$ cat src/rtl/core/bst_pkg.sv
`timescale 1ns / 1ps

package bst_pkg;

   // Record types on the result channel.
   localparam logic [1:0] REC_CONTENT = 2'd0;
   localparam logic [1:0] REC_TOKEN   = 2'd1;
   localparam logic [1:0] REC_ERROR   = 2'd2;

   // Token kinds.
   localparam logic [3:0] KIND_END    = 4'd0;
   localparam logic [3:0] KIND_IDENT  = 4'd1;
   localparam logic [3:0] KIND_FOR    = 4'd2;
   localparam logic [3:0] KIND_IN     = 4'd3;
   localparam logic [3:0] KIND_STRING = 4'd4;
   localparam logic [3:0] KIND_DOT    = 4'd5;
   localparam logic [3:0] KIND_LBRACK = 4'd6;
   localparam logic [3:0] KIND_RBRACK = 4'd7;
   localparam logic [3:0] KIND_LPAREN = 4'd8;
   localparam logic [3:0] KIND_RPAREN = 4'd9;
   localparam logic [3:0] KIND_EQUALS = 4'd10;

   // Error codes.
   localparam logic ERR_CHAR = 1'b0;
   localparam logic ERR_END  = 1'b1;

   // Characters of interest.
   localparam logic [7:0] CH_HASH   = 8'h23;
   localparam logic [7:0] CH_QUOTE  = 8'h22;
   localparam logic [7:0] CH_UNDER  = 8'h5F;
   localparam logic [7:0] CH_DOT    = 8'h2E;
   localparam logic [7:0] CH_EQUALS = 8'h3D;
   localparam logic [7:0] CH_SLASH  = 8'h2F;
   localparam logic [7:0] CH_STAR   = 8'h2A;
   localparam logic [7:0] CH_BSLASH = 8'h5C;
   localparam logic [7:0] CH_LF     = 8'h0A;
   localparam logic [7:0] CH_SPACE  = 8'h20;
   localparam logic [7:0] CH_LBRACK = 8'h5B;
   localparam logic [7:0] CH_RBRACK = 8'h5D;
   localparam logic [7:0] CH_LPAREN = 8'h28;
   localparam logic [7:0] CH_RPAREN = 8'h29;
   localparam logic [7:0] CH_LOW_F  = 8'h66;
   localparam logic [7:0] CH_LOW_O  = 8'h6F;
   localparam logic [7:0] CH_LOW_R  = 8'h72;
   localparam logic [7:0] CH_LOW_I  = 8'h69;
   localparam logic [7:0] CH_LOW_N  = 8'h6E;

   // Depth of the result queue.
   localparam int RSP_DEPTH = 4;
   localparam int RSP_PTR_BITS = $clog2(RSP_DEPTH);
   localparam int RSP_CNT_BITS = $clog2(RSP_DEPTH + 1);

   // Lexer modes, one-hot.
   typedef enum logic [8:0] {
      MODE_IDLE  = 9'b000000001,
      MODE_LINE  = 9'b000000010,
      MODE_SLASH = 9'b000000100,
      MODE_BLOCK = 9'b000001000,
      MODE_BSTAR = 9'b000010000,
      MODE_IDENT = 9'b000100000,
      MODE_STR   = 9'b001000000,
      MODE_ESC   = 9'b010000000,
      MODE_HALT  = 9'b100000000
   } mode_type;

   // One result record.
   typedef struct packed {
      logic [1:0]  record_type;
      logic [3:0]  token_kind;
      logic        error_code;
      logic [7:0]  content_byte;
      logic [31:0] token_start;
      logic        last_result;
   } rec_type;

   // Results of one input transaction, handed from the lexer to the queue.
   typedef struct packed {
      logic        push;
      logic [1:0]  count;
      rec_type [1:0] recs;
   } lex_out_type;

   // Keyword tracking state.
   typedef struct packed {
      logic [1:0] len;
      logic [1:0] flags;
   } kw_type;

   function automatic logic is_space(input logic [7:0] c);
      return (c == CH_SPACE) || (c >= 8'd9 && c <= 8'd13);
   endfunction

   function automatic logic is_alpha(input logic [7:0] c);
      return (c >= 8'h61 && c <= 8'h7A) || (c >= 8'h41 && c <= 8'h5A);
   endfunction

   function automatic logic is_ident(input logic [7:0] c);
      return is_alpha(c) || (c >= 8'h30 && c <= 8'h39) || (c == CH_UNDER);
   endfunction

   // Adds one identifier byte to the keyword match state.
   function automatic kw_type kw_add(input kw_type cur, input logic [7:0] c);
      kw_type     nxt;
      logic [7:0] for_ch;
      logic [7:0] in_ch;
      nxt = cur;
      case (cur.len)
         2'd0:    for_ch = CH_LOW_F;
         2'd1:    for_ch = CH_LOW_O;
         2'd2:    for_ch = CH_LOW_R;
         default: for_ch = 8'h00;
      endcase
      in_ch = (cur.len == 2'd0) ? CH_LOW_I : CH_LOW_N;
      if (cur.len == 2'd3 || c != for_ch) begin
         nxt.flags[0] = 1'b0;
      end
      if (cur.len >= 2'd2 || c != in_ch) begin
         nxt.flags[1] = 1'b0;
      end
      if (cur.len != 2'd3) begin
         nxt.len = cur.len + 2'd1;
      end
      return nxt;
   endfunction

   function automatic rec_type make_rec(input logic [1:0] rtype, input logic [3:0] kind,
                                        input logic err, input logic [7:0] data,
                                        input logic [31:0] start);
      rec_type r;
      r.record_type  = rtype;
      r.token_kind   = kind;
      r.error_code   = err;
      r.content_byte = data;
      r.token_start  = start;
      r.last_result  = 1'b0;
      return r;
   endfunction

endpackage

$ cat src/rtl/core/build_script_tokenizer.sv
`timescale 1ns / 1ps
// A byte accepted is held in the input register and lexed from there once the result
// queue has room; its records are written into the queue, which drives the rsp_ ports.
// Throughput: one byte per cycle while the result queue has room; a byte that yields
// two records is read out one record at a time through the queue's single read port.
// Reset: synchronous, active high; lexer returns to between tokens, offsets to zero,
// and the input register and result queue are emptied.

module build_script_tokenizer #(
   parameter int OFFSET_BITS = 32
) (
   input  logic        clock,
   input  logic        reset,
   input  logic        req_valid,
   output logic        req_ready,
   input  logic [7:0]  req_char_byte,
   input  logic        req_end_of_input,
   output logic        rsp_valid,
   input  logic        rsp_ready,
   output logic [1:0]  rsp_record_type,
   output logic [3:0]  rsp_token_kind,
   output logic        rsp_error_code,
   output logic [7:0]  rsp_content_byte,
   output logic [31:0] rsp_token_start,
   output logic        rsp_last_result
);
   import bst_pkg::*;

   logic        in_vld_ff, in_vld_in;
   logic [7:0]  in_char_ff;
   logic        in_eoi_ff;
   logic        item_fire;
   logic        room;
   lex_out_type lex_out;
   rec_type     head;

   // The held transaction is lexed once the queue can take both of its records.
   assign item_fire = in_vld_ff && room;
   assign req_ready = !in_vld_ff || item_fire;
   assign in_vld_in = (req_valid && req_ready) || (in_vld_ff && !item_fire);

   always_ff @(posedge clock) begin
      if (reset) begin
         in_vld_ff <= 1'b0;
      end else begin
         in_vld_ff <= in_vld_in;
      end
   end

   // Input payload register.
   always_ff @(posedge clock) begin
      if (req_valid && req_ready) begin
         in_char_ff <= req_char_byte;
         in_eoi_ff  <= req_end_of_input;
      end
   end

   bst_lexer #(
      .OFFSET_BITS (OFFSET_BITS)
   ) u_lexer (
      .clock        (clock),
      .reset        (reset),
      .item_fire    (item_fire),
      .char_byte    (in_char_ff),
      .end_of_input (in_eoi_ff),
      .lex_out      (lex_out)
   );

   bst_rsp_fifo u_rsp_fifo (
      .clock     (clock),
      .reset     (reset),
      .lex_out   (lex_out),
      .pop       (rsp_ready),
      .room      (room),
      .not_empty (rsp_valid),
      .head      (head)
   );

   assign rsp_record_type  = head.record_type;
   assign rsp_token_kind   = head.token_kind;
   assign rsp_error_code   = head.error_code;
   assign rsp_content_byte = head.content_byte;
   assign rsp_token_start  = head.token_start;
   assign rsp_last_result  = head.last_result;

endmodule

$ cat src/rtl/core/bst_lexer.sv
`timescale 1ns / 1ps

module bst_lexer #(
   parameter int OFFSET_BITS = 32
) (
   input  logic                 clock,
   input  logic                 reset,
   input  logic                 item_fire,
   input  logic [7:0]           char_byte,
   input  logic                 end_of_input,
   output bst_pkg::lex_out_type lex_out
);
   import bst_pkg::*;

   localparam logic [OFFSET_BITS-1:0] OFFSET_MAX = '1;

   mode_type               mode_ff, mode_in;
   logic [OFFSET_BITS-1:0] byte_off_ff, byte_off_in;
   logic [OFFSET_BITS-1:0] start_off_ff, start_off_in;
   kw_type                 kw_ff, kw_in;

   logic [31:0] sat_byte;
   logic [31:0] sat_start;

   // Path taken by a byte seen between tokens.
   mode_type   idle_mode;
   logic       idle_emit;
   rec_type    idle_rec;
   logic       idle_start;
   logic       idle_ident;
   logic [3:0] punct_kind;
   logic [3:0] close_kind;
   kw_type     kw_first;

   logic [1:0]    count;
   rec_type [1:0] recs;

   // Offsets are reported in 32 bits, saturating.
   generate
      if (OFFSET_BITS > 32) begin : g_wide
         assign sat_byte  = (|byte_off_ff[OFFSET_BITS-1:32]) ? 32'hFFFF_FFFF
                                                             : byte_off_ff[31:0];
         assign sat_start = (|start_off_ff[OFFSET_BITS-1:32]) ? 32'hFFFF_FFFF
                                                              : start_off_ff[31:0];
      end else if (OFFSET_BITS == 32) begin : g_equal
         assign sat_byte  = byte_off_ff;
         assign sat_start = start_off_ff;
      end else begin : g_narrow
         assign sat_byte  = {{(32-OFFSET_BITS){1'b0}}, byte_off_ff};
         assign sat_start = {{(32-OFFSET_BITS){1'b0}}, start_off_ff};
      end
   endgenerate

   // Punctuation decode.
   always_comb begin
      case (char_byte)
         CH_DOT:    punct_kind = KIND_DOT;
         CH_LBRACK: punct_kind = KIND_LBRACK;
         CH_RBRACK: punct_kind = KIND_RBRACK;
         CH_LPAREN: punct_kind = KIND_LPAREN;
         CH_RPAREN: punct_kind = KIND_RPAREN;
         CH_EQUALS: punct_kind = KIND_EQUALS;
         default:   punct_kind = KIND_END;
      endcase
   end

   assign kw_first = kw_add(kw_type'({2'd0, 2'b11}), char_byte);

   // Handling of a byte from the between-tokens state.
   always_comb begin
      idle_mode  = MODE_IDLE;
      idle_emit  = 1'b0;
      idle_start = 1'b0;
      idle_ident = 1'b0;
      idle_rec   = make_rec(REC_TOKEN, punct_kind, ERR_CHAR, 8'h00, sat_byte);
      if (is_space(char_byte)) begin
         idle_mode = MODE_IDLE;
      end else if (char_byte == CH_HASH) begin
         idle_mode = MODE_LINE;
      end else if (char_byte == CH_SLASH) begin
         idle_mode = MODE_SLASH;
      end else if (is_alpha(char_byte)) begin
         idle_mode  = MODE_IDENT;
         idle_start = 1'b1;
         idle_ident = 1'b1;
         idle_emit  = 1'b1;
         idle_rec   = make_rec(REC_CONTENT, KIND_IDENT, ERR_CHAR, char_byte, sat_byte);
      end else if (char_byte == CH_QUOTE) begin
         idle_mode  = MODE_STR;
         idle_start = 1'b1;
      end else if (punct_kind != KIND_END) begin
         idle_emit = 1'b1;
      end else begin
         idle_mode = MODE_HALT;
         idle_emit = 1'b1;
         idle_rec  = make_rec(REC_ERROR, KIND_END, ERR_CHAR, char_byte, sat_byte);
      end
   end

   // Kind of the identifier being closed.
   always_comb begin
      if (kw_ff.flags[0] && kw_ff.len == 2'd3) begin
         close_kind = KIND_FOR;
      end else if (kw_ff.flags[1] && kw_ff.len == 2'd2) begin
         close_kind = KIND_IN;
      end else begin
         close_kind = KIND_IDENT;
      end
   end

   // Mode update and result records for one transaction.
   always_comb begin
      mode_in      = mode_ff;
      byte_off_in  = byte_off_ff;
      start_off_in = start_off_ff;
      kw_in        = kw_ff;
      count        = 2'd0;
      recs[0]      = make_rec(REC_TOKEN, KIND_END, ERR_CHAR, 8'h00, sat_byte);
      recs[1]      = make_rec(REC_TOKEN, KIND_END, ERR_CHAR, 8'h00, sat_byte);

      if (mode_ff != MODE_HALT) begin
         if (end_of_input) begin
            case (mode_ff)
               MODE_IDENT: begin
                  mode_in = MODE_IDLE;
                  count   = 2'd2;
                  recs[0] = make_rec(REC_TOKEN, close_kind, ERR_CHAR, 8'h00, sat_start);
               end
               MODE_SLASH, MODE_BLOCK, MODE_BSTAR, MODE_STR, MODE_ESC: begin
                  mode_in = MODE_HALT;
                  count   = 2'd1;
                  recs[0] = make_rec(REC_ERROR, KIND_END, ERR_END, 8'h00, sat_byte);
               end
               default: begin
                  mode_in = MODE_IDLE;
                  count   = 2'd1;
               end
            endcase
         end else begin
            if (byte_off_ff != OFFSET_MAX) begin
               byte_off_in = byte_off_ff + 1'b1;
            end
            case (mode_ff)
               MODE_LINE: begin
                  if (char_byte == CH_LF) begin
                     mode_in = MODE_IDLE;
                  end
               end
               MODE_SLASH: begin
                  if (char_byte == CH_STAR) begin
                     mode_in = MODE_BLOCK;
                  end else begin
                     mode_in = MODE_HALT;
                     count   = 2'd1;
                     recs[0] = make_rec(REC_ERROR, KIND_END, ERR_CHAR, char_byte, sat_byte);
                  end
               end
               MODE_BLOCK: begin
                  if (char_byte == CH_STAR) begin
                     mode_in = MODE_BSTAR;
                  end
               end
               MODE_BSTAR: begin
                  if (char_byte == CH_SLASH) begin
                     mode_in = MODE_IDLE;
                  end else if (char_byte != CH_STAR) begin
                     mode_in = MODE_BLOCK;
                  end
               end
               MODE_IDENT: begin
                  if (is_ident(char_byte)) begin
                     kw_in   = kw_add(kw_ff, char_byte);
                     count   = 2'd1;
                     recs[0] = make_rec(REC_CONTENT, KIND_IDENT, ERR_CHAR, char_byte,
                                        sat_start);
                  end else begin
                     // Close the identifier, then treat the byte as between tokens.
                     recs[0] = make_rec(REC_TOKEN, close_kind, ERR_CHAR, 8'h00, sat_start);
                     recs[1] = idle_rec;
                     count   = idle_emit ? 2'd2 : 2'd1;
                     mode_in = idle_mode;
                     if (idle_start) begin
                        start_off_in = byte_off_ff;
                     end
                     if (idle_ident) begin
                        kw_in = kw_first;
                     end
                  end
               end
               MODE_STR: begin
                  if (char_byte == CH_BSLASH) begin
                     mode_in = MODE_ESC;
                  end else if (char_byte == CH_QUOTE) begin
                     mode_in = MODE_IDLE;
                     count   = 2'd1;
                     recs[0] = make_rec(REC_TOKEN, KIND_STRING, ERR_CHAR, 8'h00, sat_start);
                  end else begin
                     count   = 2'd1;
                     recs[0] = make_rec(REC_CONTENT, KIND_STRING, ERR_CHAR, char_byte,
                                        sat_start);
                  end
               end
               MODE_ESC: begin
                  mode_in = MODE_STR;
                  count   = 2'd1;
                  recs[0] = make_rec(REC_CONTENT, KIND_STRING, ERR_CHAR, char_byte, sat_start);
               end
               default: begin
                  recs[0] = idle_rec;
                  count   = idle_emit ? 2'd1 : 2'd0;
                  mode_in = idle_mode;
                  if (idle_start) begin
                     start_off_in = byte_off_ff;
                  end
                  if (idle_ident) begin
                     kw_in = kw_first;
                  end
               end
            endcase
         end
      end

      // Mark the final record of this transaction.
      if (count == 2'd1) begin
         recs[0].last_result = 1'b1;
      end else if (count == 2'd2) begin
         recs[1].last_result = 1'b1;
      end
   end

   assign lex_out.push  = item_fire && (count != 2'd0);
   assign lex_out.count = count;
   assign lex_out.recs  = recs;

   // Lexer state.
   always_ff @(posedge clock) begin
      if (reset) begin
         mode_ff      <= MODE_IDLE;
         byte_off_ff  <= '0;
         start_off_ff <= '0;
         kw_ff        <= kw_type'({2'd0, 2'b11});
      end else if (item_fire) begin
         mode_ff      <= mode_in;
         byte_off_ff  <= byte_off_in;
         start_off_ff <= start_off_in;
         kw_ff        <= kw_in;
      end
   end

endmodule

$ cat src/rtl/core/bst_rsp_fifo.sv
`timescale 1ns / 1ps

module bst_rsp_fifo (
   input  logic                 clock,
   input  logic                 reset,
   input  bst_pkg::lex_out_type lex_out,
   input  logic                 pop,
   output logic                 room,
   output logic                 not_empty,
   output bst_pkg::rec_type     head
);
   import bst_pkg::*;

   rec_type                 mem_ff [RSP_DEPTH];
   logic [RSP_PTR_BITS-1:0] wr_ptr_ff, wr_ptr_in;
   logic [RSP_PTR_BITS-1:0] rd_ptr_ff, rd_ptr_in;
   logic [RSP_CNT_BITS-1:0] count_ff, count_in;
   logic [RSP_CNT_BITS-1:0] push_n;
   logic                    pop_en;

   assign not_empty = (count_ff != '0);
   assign pop_en    = pop && not_empty;
   assign head      = mem_ff[rd_ptr_ff];
   // Room for the largest burst of one transaction.
   assign room      = (count_ff <= RSP_CNT_BITS'(RSP_DEPTH - 2));

   assign push_n    = lex_out.push ? RSP_CNT_BITS'(lex_out.count) : '0;

   // Pointer and fill count update.
   always_comb begin
      wr_ptr_in = wr_ptr_ff + RSP_PTR_BITS'(push_n);
      rd_ptr_in = rd_ptr_ff + RSP_PTR_BITS'(pop_en);
      count_in  = count_ff + push_n - RSP_CNT_BITS'(pop_en);
   end

   always_ff @(posedge clock) begin
      if (reset) begin
         wr_ptr_ff <= '0;
         rd_ptr_ff <= '0;
         count_ff  <= '0;
      end else begin
         wr_ptr_ff <= wr_ptr_in;
         rd_ptr_ff <= rd_ptr_in;
         count_ff  <= count_in;
      end
   end

   // Record storage, up to two writes per cycle.
   always_ff @(posedge clock) begin
      if (lex_out.push) begin
         mem_ff[wr_ptr_ff] <= lex_out.recs[0];
         if (lex_out.count == 2'd2) begin
            mem_ff[wr_ptr_ff + 1'b1] <= lex_out.recs[1];
         end
      end
   end

endmodule

$ cat config.mk
export PLATFORM = sky130hd
export DESIGN_NAME = build_script_tokenizer
export DESIGN_NICKNAME = d
export VERILOG_FILES = /design/src/rtl/core/bst_pkg.sv /design/src/rtl/core/build_script_tokenizer.sv /design/src/rtl/core/bst_lexer.sv /design/src/rtl/core/bst_rsp_fifo.sv
export SDC_FILE = /design/constraint.sdc
export NUM_CORES = 1
export LEC_CHECK = 0
export ABC_AREA = 1
export CORE_ASPECT_RATIO = 1.75
export CORE_MARGIN = 4
export CORE_UTILIZATION = 58
export CTS_CLUSTER_SIZE = 28
export DETAILED_ROUTE_END_ITERATION = 16
export DONT_BUFFER_PORTS = 1
export GPL_TIMING_DRIVEN = 0
export PLACE_DENSITY = 0.81
export REMOVE_ABC_BUFFERS = 1
export SYNTH_ARGS = -nofsm -noshare
export SYNTH_HDL_FRONTEND = slang
export SYNTH_SLANG_ARGS = --single-unit
$ cat constraint.sdc
create_clock -name clock -period 4.35 [get_ports clock]
set_clock_uncertainty 0.15 [all_clocks]
set_input_delay 0.87 -clock clock [delete_from_list [all_inputs] [get_ports clock]]
set_output_delay 0.87 -clock clock [all_outputs]
set_load 0.02 [all_outputs]
==> results.md, run 1 <==
* TritonCTS Buffers at 25
* Synth warnings at 0
* Clk pin slew, worst setup/hold paths at 0.06 ns
* PortBufs at 0
* Worst IR Drop VDD at 0.293 mV
* Max-Cap Viols at 0
* Unrepaired setup endpoints after global routing: no
* Worst-path cell chain: buf_16, clkinv_1, a21oi_4, nand2_4, nand2_4, nand2_8, nand2_2, buf_12
* Synth area leaders: edfxtp_1 (39%), dfxtp_1 (12%), o21ai_0 (8.5%)
* Setup TNS at 0 ns
* Share of the synthesized area in the top cell type at 39.5%
* Relative slew margins at 25.3%
* Async S/R FF share, synth at 0%
* DRT antenna net count at 0
* Fin crit period at 4.18 ns
* Share of post-route cells with drive strength above 1 at 7.57%
* First-pass GRT wire length at 68,700 microns
* Initial antenna violation count at 0
* Sw Pwr at 0.00247 W
* Via count at 13,400
* Die height at 221 microns
* Clock group share of total power at 32.5%
* WL/cell at 22.3 microns
* Drt drc at 0
* Sw frac at 34.0%
* Tcrit/Tclk final at 96.0%
* Most used DFF post-synth: edfxtp_1
* Leakage power at 5.35 nW
* Initial core utilization at 59.2%
* Final worst slack at 0.172 ns
* Initial drt markers at 1,432
* WHS at 0.241 ns
* FP Rows at 77
* Drt first pass iters at 8
* Mapped Cells at 1,729
* CTS tree: yes
* Total die area at 28,600 sq um
* Avg Vias per Cell at 6.71
* Comb power frac at 23.5%
* ANT cells at 0
* Worst Hold Path Cells at 1
* Vias in the first global route at 13,100
* Max clock buf depth at 3
* Worst path slowest cell: edfxtp_1
* DP Wirelength at 28,100 microns
* Chip width at 130 microns
* Setup crit end kind: flip-flop
* Number of synthesized flops with an enable pin at 197
* Slew Limit Fails at 0
* Gpl congestion at 0.941
* Mapped cell area at 15,000 sq um
* Max incr delay on CP at 0.93 ns
* Fmax achieved at 239 MHz
* Root Buffer: clkbuf_16
* Setup WS pre-CTS at -1.83 ns
* Worst Path Max Fanout at 48
* Area Overhead vs Synth at 7.05%
* CP Data Arrival Time at 4.26 ns
* Post-synthesis sequential area ratio at 51.4%
* H-Tree Level Count at 1
* Status: finished, final reports clean
* Number of synthesized register bits at 286
* Crit Path Class: flip-flop to flip-flop
* Largest area contributor in the netlist: edfxtp_1
* Cts hold-fix bufs at 0
* Utilization after layout at 63.3%
* R2r worst-path depth at 8
* # IOs at 63
* Most used cell, CP: nand2_4
* Syn Area/Cell at 8.67 sq um
* Pwr dens at 452 nW/um^2
* Num Clock Sinks at 286
* Final hold viol count at 0
* Data required, critical path at 4.43 ns
* Total wire length at 44,500 microns
* Core footprint at 25,300 sq um
* Final setup vio count at 0
* Sequential share of power at 44.0%
* Critical Path Start Type: flip-flop
* Internal power at 0.00479 W
* Clock network latency to the later pin of the worst-skew pair at 0.55 ns
* Total GRT Usage at 30.9%
* Final nets at 1,683
* Tightest Pin Transition at 1.12 ns
* Hold Crit Class: input pin to flip-flop
* Synth cell types at 49
* Total gr overflow at 0
* Largest net degree at the start of global routing at 65
* Non-Filler Instances at 1,994
* Cell count after placement at 1,948
what timing repair did:
action	CTS	global route
hold endpoints to repair	0	0
endpoints found under the setup margin	369	84
resized for setup	8	5
gates cloned	0	0
buffers inserted	0	0
cell usage in the layout (no fill, tap or decap), types with 25 or more instances in the layout:
| cell | synthesis | layout |
|---|---|---|
| o21ai_0 | 254 | 254 |
| nor2_1 | 225 | 224 |
| o22ai_1 | 203 | 203 |
| edfxtp_1 | 197 | 197 |
| nand2_1 | 164 | 160 |
| inv_1 | 137 | 135 |
| a21oi_1 | 102 | 102 |
| dfxtp_1 | 89 | 87 |
| nand3_1 | 55 | 55 |
| nor3_1 | 40 | 40 |
| clkbuf_16 | 0 | 25 |
final cells by class:
type	count	area, sq um
clock buffers	30	664
flip-flops and latches	286	7700
fillers	2067	9290
inverters	165	626
clock inverters	16	196
repair buffers	9	225
multi-input cells	1172	6240
well taps	316	395
worst max-delay path, delay by kind of cell, from the launching register on:
kind / cells / cell delay [ns]
flip-flops: 1 / 0.93
buffers and inverters: 3 / 0.87
AO/OA/AOI/OAI: 1 / 0.26
AND/OR/NAND/NOR: 4 / 1.53
path summary, 6_finish.rpt:
path / endpoint / slack (ns) / start
setup reg to reg: u_rsp_fifo.mem_ff[2][5] / 0.17 / in_eoi_ff
hold / removal: u_rsp_fifo.wr_ptr_ff[0] / 0.24 / reset
setup / recovery: u_rsp_fifo.mem_ff[2][5] / 0.17 / in_eoi_ff
hold reg to reg: u_lexer.sat_start[15] / 0.32 / u_lexer.sat_start[15]
metrics by stage:
step	power, W	cell area [sq um]
global route	0.00753	16000
CTS	0.00723	16000
detailed placement	0.00494	15100
floorplan	0.00440	14500
global placement	0.00485	14900
finish	0.00726	16000
cell usage after synthesis (all sizes together), types with 8 or more instances:
library cell  number
a21oi            104
edfxtp           197
nand4             19
nor4               8
buf               38
nor2             235
inv              151
nor3              40
nand3             56
clkbuf            68
nand2            180
o21ai            258
dfxtp             89
clkinv            14
ha                10
o22ai            222
kinds of logic after synthesis:
logic type                 synth area share, %
DFF                                       51.4
buffers and inverters                     7.67
and+or+nand+nor                           15.9
xor gates and xnor gates                 0.351
adders and majority gates                0.968
AOI/OAI and AO/OA                         23.7
muxes                                   0.0668
metal layers:
metal  part of all wire [%]  routed length, microns  track usage (%)
met3                    7.6                    3400             3.55
met1                     33                   14700             33.5
met5                      0                       0                0
met2                     52                   23300             55.3
met4                    6.8                    3020             21.2
power by group through the flow:
stage          sequential [W]  combinational (W)  clock [W]
2_1_floorplan         0.00324            0.00116          0
3_3_place_gp          0.00332            0.00153          0
3_5_place_dp          0.00325            0.00169          0
4_1_cts               0.00319            0.00170    0.00234
5_1_grt               0.00321            0.00185    0.00247
6_report              0.00319            0.00170    0.00236
sequential cells by signal, summed over array words and instances (netlist names):
register,flops
in_vld_ff,1
in_char_ff,8
in_eoi_ff,1
u_rsp_fifo.count_ff,3
u_lexer.sat_start,32
u_lexer.kw_ff,4
u_rsp_fifo.rd_ptr_ff,2
u_lexer.mode_ff,9
u_rsp_fifo.mem_ff,192
u_rsp_fifo.wr_ptr_ff,2
u_lexer.byte_off_ff,32
Power figures use the tool's default switching activity.
==> run 2, diff against run 1 <==
- CELL_PAD_IN_SITES_DETAIL_PLACEMENT: unset -> 0
- CELL_PAD_IN_SITES_GLOBAL_PLACEMENT: unset -> 1
- CORE_UTILIZATION: 58 -> 49
- PLACE_DENSITY: 0.81 -> 0.87
==> results.md, run 2 (synthesis gave the netlist of run 1 again) <==
* Final nets at 1,684 (was 1,683)
* Pwr dens at 453 nW/um^2 (was 452 nW/um^2)
* ANT cells at 0 (unchanged)
* Largest net degree at the start of global routing at 65 (unchanged)
* Total GRT Usage at 26.2% (was 30.9%)
* First-pass GRT wire length at 69,600 microns (was 68,700 microns)
* Post-CTS Setup Bufs at 0 (unchanged)
* Crit Path Class: flip-flop to flip-flop (unchanged)
* Area Overhead vs Synth at 7.73% (was 7.05%)
* Total gr overflow at 0 (unchanged)
* Setup crit end kind: flip-flop (unchanged)
* Total wire length at 45,100 microns (was 44,500 microns)
* Most frequent cells in the layout: o21ai_0 (254), nor2_1 (225), o22ai_1 (203) (was o21ai_0 (254), nor2_1 (224), o22ai_1 (203))
* R2R setup slack at 0.16 ns (was 0.17 ns)
* Drt first pass iters at 5 (was 8)
* Total die area at 33,600 sq um (was 28,600 sq um)
* Leakage power at 5.36 nW (was 5.35 nW)
* Final instance area at 16,100 sq um (was 16,000 sq um)
* WL/cell at 21.8 microns (was 22.3 microns)
* Placed instance area at 15,200 sq um (was 15,100 sq um)
* Multi-input gate area at 6230 sq um (was 6240 sq um)
* CP Launch Point: in_char_ff[3] (was in_eoi_ff)
* Fin crit period at 4.19 ns (was 4.18 ns)
* Drt drc at 0 (unchanged)
* Fill count at 2,773 (was 2,067)
* Clk pin slew, worst setup/hold paths at 0.07 ns (was 0.06 ns)
* Total power draw at 0.00731 W (was 0.00726 W)
* CTS tree: yes (unchanged)
* Initial core utilization at 49.7% (was 59.2%)
* Final hold viol count at 0 (unchanged)
* FP Rows at 84 (was 77)
* Initial drt markers at 1,019 (was 1,432)
* Worst Path Max Fanout at 11 (was 48)
* Storage cell area at 7700 sq um (unchanged)
* Max clock buf depth at 3 (unchanged)
* Initial antenna violation count at 0 (unchanged)
* Tcrit/Tclk final at 96.3% (was 96.0%)
* R2r startpoint: in_char_ff[3] (was in_eoi_ff)
* R2r worst-path depth at 13 (was 8)
* Hold Crit Class: input pin to flip-flop (unchanged)
* Tightest Pin Transition at 1.29 ns (was 1.12 ns)
* Slew Limit Fails at 0 (unchanged)
* H-Tree Level Count at 1 (unchanged)
* Root Buffer: clkbuf_16 (unchanged)
* CP Capture Point: u_rsp_fifo.mem_ff[1][46] (was u_rsp_fifo.mem_ff[2][5])
* Chip width at 140 microns (was 130 microns)
* Number of flip-flops in the largest register at 192 (unchanged)
* Relative slew margins at 12.8% (was 25.3%)
* Data required, critical path at 4.45 ns (was 4.43 ns)
* Die height at 239 microns (was 221 microns)
* Gpl congestion at 0.948 (was 0.941)
* Setup TNS at 0 ns (unchanged)
* Clock network latency to the later pin of the worst-skew pair at 0.55 ns (about the same)
* Critical Path Start Type: flip-flop (unchanged)
* FF-to-FF End: u_rsp_fifo.mem_ff[1][46] (was u_rsp_fifo.mem_ff[2][5])
* # IOs at 63 (unchanged)
* DP Wirelength at 29,000 microns (was 28,100 microns)
* TritonCTS Buffers at 26 (was 25)
* Max-Cap Viols at 0 (unchanged)
* Final setup vio count at 0 (unchanged)
* CP Data Arrival Time at 4.29 ns (was 4.26 ns)
* PortBufs at 0 (unchanged)
* Via count at 12,900 (was 13,400)
* Fmax achieved at 239 MHz (about the same)
* Unrepaired setup endpoints after global routing: yes (was no)
* Avg Vias per Cell at 6.23 (was 6.71)
* Worst IR Drop VDD at 0.334 mV (was 0.293 mV)
* Vias in the first global route at 12,500 (was 13,100)
* Largest Register: u_rsp_fifo.mem_ff (unchanged)
* Commonest non-fill, non-tap cell in the layout: o21ai_0 (unchanged)
* Share of post-route cells with drive strength above 1 at 7.56% (was 7.57%)
* Num Clock Sinks at 286 (unchanged)
* Core footprint at 30,200 sq um (was 25,300 sq um)
* DRT antenna net count at 0 (unchanged)
* Status: finished, final reports clean (unchanged)
-- run 2: final cells by class --
type	count	share of cell area, %
Sequential cell	286	47.7
Inverter	165	3.87
Tap cell	387	3.00
Multi-Input combinational cell	1172	38.6
Timing Repair Buffer	9	1.26
Clock buffer	30	4.32
Clock inverter	18	1.25
-- run 2: critical path: stages, from the launching register on --
cell	delay [ns]
edfxtp_1	0.64
inv_2	0.20
nand2_2	0.13
nor2_1	0.05
nand2_1	0.15
nand3_1	0.11
nor2_2	0.18
inv_1	0.10
nor2_1	0.25
nand2_1	0.14
nor2_1	0.84
nand2_1	0.66
nand2_1	0.23
a21oi_1	0.06
-- run 2: routing by layer --
layer / part of all wire [%] / up-vias / global-route usage, %
met2: 54 / 504 / 49.7
met1: 35 / 6159 / 28.3
met5: 0 / - / 0
met4: 5.5 / 0 / 14.4
li1: - / 6080 / -
met3: 5.4 / 125 / 2.24
-- run 2: worst min path at each step --
stage,start,endpoint,cells after the start
finish,reset,u_rsp_fifo.rd_ptr_ff[0],1
floorplan,u_lexer.byte_off_ff[31],u_lexer.byte_off_ff[31],1
global placement,u_lexer.sat_start[25],u_lexer.sat_start[25],2
CTS,reset,u_rsp_fifo.rd_ptr_ff[0],1
global route,reset,u_rsp_fifo.rd_ptr_ff[0],1
detailed placement,u_lexer.sat_start[26],u_lexer.sat_start[26],2
-- run 2: timing repair --
item,in CTS,in global routing
hold buffers,0,0
gates resized for setup,6,4
endpoints found under the setup margin,369,190
-- run 2: where the power goes --
group / internal, W / leakage [nW] / total, W / switching, W
clock network: 0.00139 / 0.424 / 0.00243 / 0.00104
logic: 0.000401 / 2.43 / 0.00170 / 0.00129
registers: 0.00305 / 2.51 / 0.00319 / 0.000137
total: 0.00484 / 5.36 / 0.00731 / 0.00247
-- run 2: through the flow --
stage	worst slack (ns)	hold slack, ns	cells	utilization, %
finish	0.159	0.227	2067	53.5
global route	0.00834	0.203	2067	53.5
CTS	0.0707	0.202	2067	53.4
detailed placement	-1.74	0.306	2019	50.4
global placement	-4.17	0.298	2010	49.5
floorplan	-0.952	0.290	1623	-
